File: src/hw/rtl/ssw_ram.sv
// ----------------------------------------------------------------------------
// ssw_ram: generic simple dual-port RAM
// One write port and one read port, registered read, old data on a
// same-address read and write.
// ----------------------------------------------------------------------------
module ssw_ram #(
   parameter int WIDTH = 32,
   parameter int DEPTH = 2
) (
   input  logic                                   clock,
   input  logic                                   wr_en,
   input  logic [((DEPTH > 1) ? $clog2(DEPTH) : 1)-1:0] wr_addr,
   input  logic [WIDTH-1:0]                       wr_data,
   input  logic                                   rd_en,
   input  logic [((DEPTH > 1) ? $clog2(DEPTH) : 1)-1:0] rd_addr,
   output logic [WIDTH-1:0]                       rd_data
);

   logic [WIDTH-1:0] mem [DEPTH];
   logic [WIDTH-1:0] rd_data_ff;

   always_ff @(posedge clock) begin
      if (wr_en) begin
         mem[wr_addr] <= wr_data;
      end
      if (rd_en) begin
         rd_data_ff <= mem[rd_addr];
      end
   end

   assign rd_data = rd_data_ff;

endmodule

File: src/hw/rtl/ssw_delay.sv
// ----------------------------------------------------------------------------
// ssw_delay: run-time length delay segment
// Delays the word stream by len shifts: a wire for zero, a register for one,
// a circular RAM buffer behind its read register for longer lengths.
// ----------------------------------------------------------------------------
module ssw_delay #(
   parameter int WIDTH = 32,
   parameter int DEPTH = 2
) (
   input  logic                         clock,
   input  logic                         reset,
   input  logic                         clear,
   input  logic                         shift,
   input  logic [$clog2(DEPTH+1)-1:0]   len,
   input  logic [WIDTH-1:0]             din,
   output logic [WIDTH-1:0]             dout
);

   localparam int LW = $clog2(DEPTH + 1);
   localparam int RD = (DEPTH > 2) ? DEPTH - 1 : 1;
   localparam int AW = (RD > 1) ? $clog2(RD) : 1;

   logic [AW-1:0]    ptr_ff, ptr_in;
   logic [WIDTH-1:0] stage_ff;
   logic [WIDTH-1:0] ram_rdata;
   logic             wrap;

   always_comb begin
      wrap = ((32'(ptr_ff) + 32'd2) == 32'(len)) || (32'(ptr_ff) == RD - 1);
      ptr_in = ptr_ff;
      if (clear) begin
         ptr_in = '0;
      end else if (shift) begin
         ptr_in = wrap ? '0 : ptr_ff + AW'(1);
      end
   end

   always_ff @(posedge clock) begin
      if (reset) begin
         ptr_ff <= '0;
      end else begin
         ptr_ff <= ptr_in;
      end
   end

   always_ff @(posedge clock) begin
      if (shift) begin
         stage_ff <= din;
      end
   end

   ssw_ram #(
      .WIDTH (WIDTH),
      .DEPTH (RD)
   ) u_ram (
      .clock   (clock),
      .wr_en   (shift),
      .wr_addr (ptr_ff),
      .wr_data (din),
      .rd_en   (shift),
      .rd_addr (ptr_ff),
      .rd_data (ram_rdata)
   );

   always_comb begin
      if (len == LW'(0)) begin
         dout = din;
      end else if (len == LW'(1)) begin
         dout = stage_ff;
      end else begin
         dout = ram_rdata;
      end
   end

   a_ptr_in_range: assert property (@(posedge clock) disable iff (reset)
      32'(ptr_ff) < RD)
      else $error("delay pointer beyond buffer");

endmodule
File: config.mk
export PLATFORM = sky130hd
export DESIGN_NAME = ssw_delay
export DESIGN_NICKNAME = d
export VERILOG_FILES = /design/src/hw/rtl/ssw_ram.sv /design/src/hw/rtl/ssw_delay.sv
export SDC_FILE = /design/constraint.sdc
export NUM_CORES = 1
export LEC_CHECK = 0
export BUFFER_PORTS_ARGS = -buffer_cell sky130_fd_sc_hd__buf_2
export CAP_MARGIN = 5
export CORE_ASPECT_RATIO = 1.25
export CORE_UTILIZATION = 56
export DETAILED_ROUTE_END_ITERATION = 6
export GPL_ROUTABILITY_DRIVEN = 0
export PLACE_DENSITY = 0.84
export RECOVER_POWER = 25
export SLEW_MARGIN = 20
export SYNTH_ARGS = -nofsm -noshare
export SYNTH_HDL_FRONTEND = slang
export SYNTH_SLANG_ARGS = --single-unit
export TNS_END_PERCENT = 50
File: constraint.sdc
create_clock -name clock -period 1.3 [get_ports clock]
set_input_delay 0.13 -clock clock [delete_from_list [all_inputs] [get_ports clock]]
set_output_delay 0.13 -clock clock [all_outputs]
set_load 0.05 [all_outputs]
After elaboration in Yosys (flattened, before gate mapping)
Memory sizes are Yosys's and may differ from the RTL's. A register that Yosys moved wholly into a read port is not among the register bits.
Index checks and enable logic that the tools add are counted.
{"block": "classes", "eq_ne": 1, "mux": 4, "reduce_logical": 1}
{"operator": "32-bit 2-to-1 mux", "n": 2}
{"operator": "2-bit by 1-bit == test with 1-bit output, second input constant", "n": 1}
{"operator": "2-bit logical NOT", "n": 1}
{"operator": "1-bit 2-to-1 mux", "n": 2}
{"block": "word_totals", "regBits": 32, "ramBits": 32, "input_bits": 38, "out_inout_bits": 32, "elab_cells": 8, "n_memories": 1}
{"name": "u_ram.mem", "depth": 1, "word_bits": 32, "rd": 1, "rd_clocked_by_memory_dff": 1, "write_ports": 1, "line_no": "ssw_ram.sv:19", "source": "logic [WIDTH-1:0] mem [DEPTH];"}

Depth between registers and ports, before layout
Gate-level depths: netlist of run 1.
{"block": "logic_depth", "ltp_word": 3, "depth_mapped": 4, "depth_no_buf": 2}

Hierarchy
A second synthesis of run 1 with hierarchy kept.
{"block": "unflattened", "cells_unflattened": 205, "hier_area_um2": 3623.5}
{"mod": "ssw_ram", "n_inst": 1, "cells_each": 64, "area_per_inst_um2": 1921.8, "seq_area_each_um2": 1921.8}
{"mod": "ssw_delay", "n_inst": 1, "cells_each": 141, "area_per_inst_um2": 1701.6, "seq_area_each_um2": 980.9}

Worst setup path after synthesis of run 1
OpenSTA, ideal clock, no wires.
{"block": "synth_timing", "path_type": "register -> output", "from": "mem u_ram.mem[0][0]", "to": "out dout[0]", "t_arrival_ns": 1.469, "slack_ns": -0.299, "stages_incl_launch_ff": 3, "n_path_buf": 0, "cell_sequence": "edfxtp_1 -> mux2i_1 -> o21ai_0"}
{"element": "from (decl)", "line_no": "ssw_ram.sv:19"}
{"element": "to (decl)", "line_no": "ssw_delay.sv:16", "source": "output logic [WIDTH-1:0] dout"}

==> results of run 1 <==
cell families after synthesis:
group / share of synthesized area
flip-flops: 0.7290
AND/OR/NAND/NOR: 0.04556
buffers and inverters: 0.04034
multiplexers: 0.1215
AO/OA/AOI/OAI: 0.06360
power by group:
group / switching (W) / leakage, nW / internal, W
Clock: 0.000778 / 0.144 / 0.00167
Sequential: 0.0000672 / 0.626 / 0.00245
Combinational: 0.000653 / 0.866 / 0.000416
routing by layer:
| layer | up-vias | wire [µm] | track usage |
|---|---|---|---|
| li1 | 873 | - | - |
| met3 | 11 | 390 | 0.07328 |
| met4 | 0 | 104 | 0.1023 |
| met5 | - | 0 | 0 |
| met2 | 79 | 3502 | 0.4255 |
| met1 | 934 | 2351 | 0.2880 |
final cells by class:
class	count	area share
flip-flops and latches	64	0.4896
repair buffers	115	0.2512
multi-input cells	96	0.1664
clock inverters	7	0.04272
clock buffers	9	0.03156
well taps	58	0.01849
flip-flops by register name, summed over array words and instances (netlist names):
register       count
u_ram.rd_data     32
u_ram.mem         32
metrics by stage:
step,instances,worst slack [ns]
after floorplan,171,-0.04487
after global placement,291,0.1632
after detailed placement,291,0.1435
after CTS,343,-0.07448
after global routing,349,-0.1692
final,349,-0.1167
path summary, 6_finish.rpt:
path	slack [ns]	cells past startpoint	end	from
worst max register to register	0.39	2	u_ram.rd_data[27]$_DFFE_PP_	u_ram.mem[0][27]$_DFFE_PP_
worst max-delay path	-0.12	3	dout[11]	u_ram.mem[0][11]$_DFFE_PP_
worst min register to register	0.46	0	u_ram.rd_data[4]$_DFFE_PP_	u_ram.mem[0][4]$_DFFE_PP_
worst min-delay path	0.33	2	u_ram.mem[0][26]$_DFFE_PP_	shift
cell usage in the layout, fill, tap and decap left out, drive strengths merged:
master	Yosys	final
clkinv	0	2
dlygate4sd3	0	32
buf	11	82
nand2	32	32
edfxtp	64	64
bufinv	0	5
o21ai	32	32
mux2i	32	32
clkbuf	0	10
timing repair:
item / CTS / global route
pin swaps: 1 / 2
resized for setup: 36 / 27
hold endpoints to repair: 32 / 0
hold buffers: 32 / 0
endpoints found under the setup margin: 23 / 31
buffers inserted: 4 / 6
==> impl_metrics.ini, run 1 <==
[run_status]
status = finished, violations left
violations = setup timing

[synthesis]
synth.distinct_cells = 9
syn-num-nets = 209
syn_area_mm2 = 0.002636
yosys.cell_count.top_type = edfxtp_1
synthFlopType = edfxtp_1
synth_commonest_cells = 64 x edfxtp_1, 32 x mux2i_1, 32 x nand2_1
yosysTopAreaCell = edfxtp_1
synth-edff-count = 64
ys_top_cells_by_area = edfxtp_1 73%, mux2i_1 12%, o21ai_1 5.3%, nand2_1 4.6%, buf_12 2.3%
yosysWarnings = 0
synth_seq_cells = 64
syn_inst = 171
yosysSeqAreaShare = 0.7290
syn_area_per_cell_um2 = 15.42
async_reset_ff_frac = 0
netlist.area_leader.share = 0.7290

[setup_path]
crit_chain = mux2i_1 -> o21ai_2 -> buf_2
end_kind = primary output
setup.worst_path.start_class = flop
cpMaxStageDelayCell = edfxtp_1
cp.required_ns = 1.17
crit_family = flip-flops
cp.arrival_ns = 1.29
path_buf_inv = 1
critical_path_class = reg -> out
cp_max_fo = 2
slowest_delay_ns = 0.39

[global_route]
grt_pass1_wl_um = 9114
grt_util_all_layers = 0.2477
antenna_found_initial = 0
grt_pass1_vias = 1935
grt.overflow.total = 0
grt_max_degree = 41

[finish]
drive_above_1_share = 0.3883
multi_input_area_um2 = 653.1
area_growth_pct = 48.88
design_area_mm2 = 0.003925
final_util = 0.8802
ff_latch_area_mm2 = 0.001922
nFillCells = 194
layout.nets = 324
antenna_cells = 0

[cts]
numCtsBuffers = 9
root_buffer = clkbuf_8
cts_tree = built
clkTransAtPathRegs_ns = 0.08
htreeDepth = 3
clk_latency_ns = 0.34
ctsLongestPathBuffers = 2
numClockSinks = 64

[detailed_routing]
vias = 1897
drc_errors = 0
routed_via_density = 5.436
antenna_left = 0
drtIter0Drc = 121
wl_per_cell_um = 18.19
finalWirelength_um = 6349
drt-pass1-iter-count = 5

[die]
die_y_um = 78.71
die_w_um = 63.37
pin_count = 70
core_area_mm2 = 0.004459
initial_core_util = 0.5912
rows = 27
fp.dieArea_mm2 = 0.004988

[placed_design]
io_buffers = 67
placed_area_mm2 = 0.003070
hpwl_um = 3154

[timing]
finalCritPeriodShare = 1.090
slew_viol_final = 0
fin_setup_tns_ns = -0.4693
hold_viol_final = 0
tightest_slew_ns = 0.9424
setup_viol = 17
post-route-min-period_ns = 1.417
fmax_mhz = 705.9
rsz0062_at_grt = yes
clock_skew_ns = 0.009712
maxSlewHeadroom = 0.3717
worst_hold_slack_ns = 0.3279
setup_ws_ns = -0.1167

[power_and_ir_drop]
vdd_drop_max_mv = 1.408
power.total_w = 0.006034
cellLeakagePower_nw = 1.636
powerDensity_mw_per_mm2 = 1537

[min_path]
hold_path.class = in -> reg

[run]
maxCapViolCount = 0
Note: power is estimated with default switching activity, not from simulation.
==> inputs of run 2 (changes only) <==
- ABC_AREA: unset -> 1
==> impl_metrics.ini, run 2 <==
[detailed_routing]
antenna_left = 0
wl_per_cell_um = 15.51
vias = 1959
drc_errors = 0
drtIter0Drc = 126
finalWirelength_um = 5877
routed_via_density = 5.169
drt-pass1-iter-count = 5

[setup_path]
slowest_delay_ns = 0.57
crit_chain = dlygate4sd3_1 -> buf_2 -> nand2_1 -> nand3_1 -> buf_4
cp.required_ns = 1.17
crit_family = buffers and inverters
setup.worst_path.start_class = primary input
cpMaxStageDelayCell = dlygate4sd3_1
path_buf_inv = 3
cp_max_fo = 2
critical_path_class = in -> out
cp.arrival_ns = 1.18
end_kind = primary output

[placed_design]
io_buffers = 67
dp.cells = 331
hpwl_um = 3267

[synthesis]
synth_commonest_cells = 64 x edfxtp_1, 64 x nand2_1, 64 x nand3_1
syn-num-nets = 246
syn_inst = 208
yosysWarnings = 0
yosysSeqAreaShare = 0.7287
syn_area_per_cell_um2 = 12.68
synthFlopType = edfxtp_1
netlist.area_leader.share = 0.7287
syn_area_mm2 = 0.002638
async_reset_ff_frac = 0
ys_top_cells_by_area = edfxtp_1 73%, nand3_1 12%, nand2_1 9.1%, buf_6 2.1%, buf_8 1.7%
synth.distinct_cells = 8
synth_seq_cells = 64
yosysTopAreaCell = edfxtp_1
synth-edff-count = 64

[global_route]
grt_pass1_wl_um = 8514
antenna_found_initial = 0
grt_max_degree = 65
grt_pass1_vias = 1914
grt.overflow.total = 0
grt_util_all_layers = 0.2334
grt_busiest_layer = met2
met3_usage = 0.06466
use_met2 = 0.3872
grt_use_met1 = 0.2806

[finish]
area_growth_pct = 40.42
ff_latch_area_mm2 = 0.001922
antenna_cells = 0
drive_above_1_share = 0.3084
final_util = 0.8305
nFillCells = 244
fin_cells = 379
multi_input_area_um2 = 595.6
final_cell_mix = 64 x nand2_1, 64 x edfxtp_1, 61 x nand3_1, 45 x buf_2, 32 x dlygate4sd3_1
layout.nets = 354

[power_and_ir_drop]
comb_power_share = 0.167
p_sw_frac = 0.2501
switching_power_w = 0.001409
cellLeakagePower_nw = 1.553
power.total_w = 0.005634
powerDensity_mw_per_mm2 = 1521
p_clk_frac = 0.387
vdd_drop_max_mv = 0.9352
cell_internal_pwr_w = 0.004225
pwr-share-seq = 0.446

[timing]
rsz0062_at_grt = yes
fmax_mhz = 765.8
hold_viol_final = 0
maxSlewHeadroom = 0.4508
post-route-min-period_ns = 1.306
setup_viol = 1
clock_skew_ns = 0.008465
finalCritPeriodShare = 1.004
slew_viol_final = 0
setup_ws_ns = -0.005820
tightest_slew_ns = 0.8238

[cts]
root_buffer = clkbuf_8
cts_tree = built
numCtsBuffers = 9
ctsLongestPathBuffers = 2
numClockSinks = 64
htreeDepth = 3
clk_latency_ns = 0.33
post_cts.repair.setup_buffers = 0
clkTransAtPathRegs_ns = 0.07

[die]
die_w_um = 63.39
core_area_mm2 = 0.004459
initial_core_util = 0.5915
rows = 27
pin_count = 70
fp.dieArea_mm2 = 0.004990
die_y_um = 78.73

[run_status]
violations = setup timing
status = finished, violations left

[run]
maxCapViolCount = 0

[min_path]
hold_path.class = reg -> reg
-- run 2: changes by cell type in the layout (fill, tap and decap cells not counted), sizes merged --
cell    change
buf         -7
bufinv      -1
clkbuf      +3
clkinv      +1
inv         +1
mux2i      -32
nand2      +32
nand3      +64
nor2        +1
o21ai      -32
-- run 2: final cells by class --
type	instances	share of cell area
repair buffers	111	0.2301
multi-input cells	129	0.1608
clock buffers	9	0.03345
well taps	58	0.01959
flip-flops and latches	64	0.5189
clock inverters	7	0.03615
inverters	1	0.001014
-- run 2: power groups by stage --
stage	Sequential [W]	Combinational (W)	Clock, W
3_5_place_dp	0.00255	0.000795	0
2_1_floorplan	0.00253	0.000560	0
3_3_place_gp	0.00254	0.000790	0
5_1_grt	0.00253	0.000989	0.00228
6_report	0.00251	0.000942	0.00218
4_1_cts	0.00251	0.000872	0.00218
-- run 2: logic make-up after synthesis --
kind of cell,count (synthesis),synth area share
simple gates,129,0.2201
buf+inv,15,0.05123
flops,64,0.7287
-- run 2: path summary, 6_finish.rpt --
path / from / slack (ns) / to / cells past startpoint
worst min-delay path: u_ram.mem[0][14]$_DFFE_PP_ / 0.45 / u_ram.rd_data[14]$_DFFE_PP_ / 0
worst max register to register: u_ram.mem[0][17]$_DFFE_PP_ / 0.62 / u_ram.rd_data[17]$_DFFE_PP_ / 0
worst min register to register: u_ram.mem[0][14]$_DFFE_PP_ / 0.45 / u_ram.rd_data[14]$_DFFE_PP_ / 0
worst max-delay path: din[31] / -0.006 / dout[31] / 5
-- run 2: layer usage --
layer	routed length (µm)	share of wire	up-vias
met4	112	0.019	0
met1	2438	0.41	905
li1	-	-	961
met2	3029	0.52	82
met3	296	0.050	11
met5	0	0	-
-- run 2: per-stage QoR --
| stage | instance area, µm² | worst slack, ns | hold slack, ns | setup TNS (ns) |
|---|---|---|---|---|
| after CTS | 3610 | 0.0003570 | 0.002736 | 0 |
| after global routing | 3704 | -0.01821 | 0.4546 | -0.07107 |
| final | 3704 | -0.005820 | 0.4543 | -0.005820 |
| after floorplan | 2638 | 0.2395 | 0.2289 | 0 |
| after detailed placement | 3042 | 0.1151 | 0.3239 | 0 |
| after global placement | 3042 | 0.1373 | 0.3217 | 0 |
-- run 2: what timing repair did --
| action | in CTS | in global routing |
|---|---|---|
| hold buffers | 31 | 1 |
| gates resized for setup | 0 | 51 |
| setup endpoints to repair | 0 | 23 |
| endpoints found under the hold margin | 31 | 1 |
==> inputs of run 3 (changes only) <==
- clock period: 1.3 -> 1.6 ns (I/O delays scaled with it)
==> impl_metrics.ini, run 3 (synthesis gave the netlist of run 2 again) <==
[power_and_ir_drop]
powerDensity_mw_per_mm2 = 1201
comb_power_share = 0.167
p_clk_frac = 0.288
vdd_drop_max_mv = 0.7260
p_sw_frac = 0.2857
pwr-share-seq = 0.544
switching_power_w = 0.001071
cell_internal_pwr_w = 0.002677
cellLeakagePower_nw = 1.243

[setup_path]
critical_path_class = in -> out
cp.arrival_ns = 1.19
cp.required_ns = 1.44
path_buf_inv = 2
setup.worst_path.start_class = primary input
path_common_cell = buf_2
slowest_delay_ns = 0.39
end_kind = primary output
r2r_slack_ns = 0.92
crit_chain = buf_2 -> nor2_8 -> nand2_1 -> nand3_1 -> buf_2
crit_family = simple AND/OR/NAND/NOR gates
cpMaxStageDelayCell = nor2_8
cp_max_fo = 32

[timing]
rsz0062_at_grt = no
clock_skew_ns = 0.006403
maxSlewHeadroom = 0.4988
hold_viol_final = 0
post-route-min-period_ns = 1.351
tightest_slew_ns = 0.7517
fmax_mhz = 740.3
setup_viol = 0
worst_hold_slack_ns = 0.01572
setup_ws_ns = 0.2491
slew_viol_final = 0
fin_setup_tns_ns = 0
finalCritPeriodShare = 0.8443

[detailed_routing]
routed_via_density = 5.199
wl_per_cell_um = 14.48
drtIter0Drc = 111
vias = 1778
antenna_left = 0
drt-pass1-iter-count = 4
drc_errors = 0
finalWirelength_um = 4953

[die]
pin_count = 70
core_area_mm2 = 0.004459
die_w_um = 63.39
die_y_um = 78.73
rows = 27
fp.dieArea_mm2 = 0.004990
initial_core_util = 0.5915

[finish]
nFillCells = 353
antenna_cells = 0
drive_above_1_share = 0.2254
layout.nets = 318
final_cell_mix = 64 x nand2_1, 64 x nand3_1, 64 x edfxtp_1, 42 x buf_2, 26 x clkbuf_1
area_growth_pct = 18.31

[min_path]
hold_path.class = in -> reg

[placed_design]
io_buffers = 67
place_ws_ns = 0.2574
hpwl_um = 3315

[cts]
post_cts.repair.setup_buffers = 0
ctsResizeCount = 0
numClockSinks = 64
cts_tree = built
clk_latency_ns = 0.33
ctsLongestPathBuffers = 2
numCtsBuffers = 9
clkTransAtPathRegs_ns = 0.06
root_buffer = clkbuf_8
hold_buffers = 0
htreeDepth = 3

[global_route]
grt_max_degree = 33
grt_pass1_vias = 1760
grt_util_all_layers = 0.2144
antenna_found_initial = 0
grt_pass1_wl_um = 7914
grt.overflow.total = 0

[run_status]
status = finished, final reports clean

[run]
maxCapViolCount = 0
[run 3: cell count changes in the layout (fill, tap and decap cells not counted), sizes merged]
cell,before,now
buf,75,50
clkinv,3,4
dlygate4sd3,32,0
bufinv,4,0
clkinvlp,0,1
clkbuf,13,35
[run 3: path summary, 6_finish.rpt]
kind | start | to | cells past startpoint
worst max-delay path | len[0] | dout[13] | 5
worst min-delay path | din[7] | u_ram.mem[0][7]$_DFFE_PP_ | 1
worst max register to register | u_ram.mem[0][13]$_DFFE_PP_ | u_ram.rd_data[13]$_DFFE_PP_ | 0
worst min register to register | u_ram.mem[0][17]$_DFFE_PP_ | u_ram.rd_data[17]$_DFFE_PP_ | 0
[run 3: power by group through the flow]
stage | Sequential, W | Clock [W] | Combinational [W]
after global routing | 0.00205 | 0.00117 | 0.000667
final | 0.00204 | 0.00108 | 0.000626
after floorplan | 0.00206 | 0 | 0.000455
after CTS | 0.00204 | 0.00111 | 0.000638
after global placement | 0.00206 | 0 | 0.000631
after detailed placement | 0.00207 | 0 | 0.000636
[run 3: layer usage]
| layer | vias to the layer above | GRT usage | routed length, µm |
|---|---|---|---|
| li1 | 888 | - | - |
| met1 | 810 | 0.2685 | 2153 |
| met2 | 70 | 0.3426 | 2389 |
| met3 | 10 | 0.06178 | 314 |
| met4 | 0 | 0.1023 | 96 |
| met5 | - | 0 | 0 |
[run 3: area by class of cell]
type                       instances  area [µm²]  area share
sequential                        64        1922      0.6159
timing repair buffer              75       389.1      0.1247
clock inverter                     5       25.02    0.008019
multi-input combinational        129       580.6      0.1860
tap                               58       72.57     0.02326
clock buffer                      10       127.6     0.04090
inverter                           1       3.754    0.001203
[run 3: per-stage QoR]
stage	instance area, µm²	cells	utilization	total power (W)
floorplan	2638	208	-	0.002513
global placement	2999	327	0.6726	0.002691
detailed placement	2999	327	0.6726	0.002710
CTS	3152	342	0.7068	0.003783
global route	3120	342	0.6998	0.003886
finish	3120	342	0.6998	0.003747
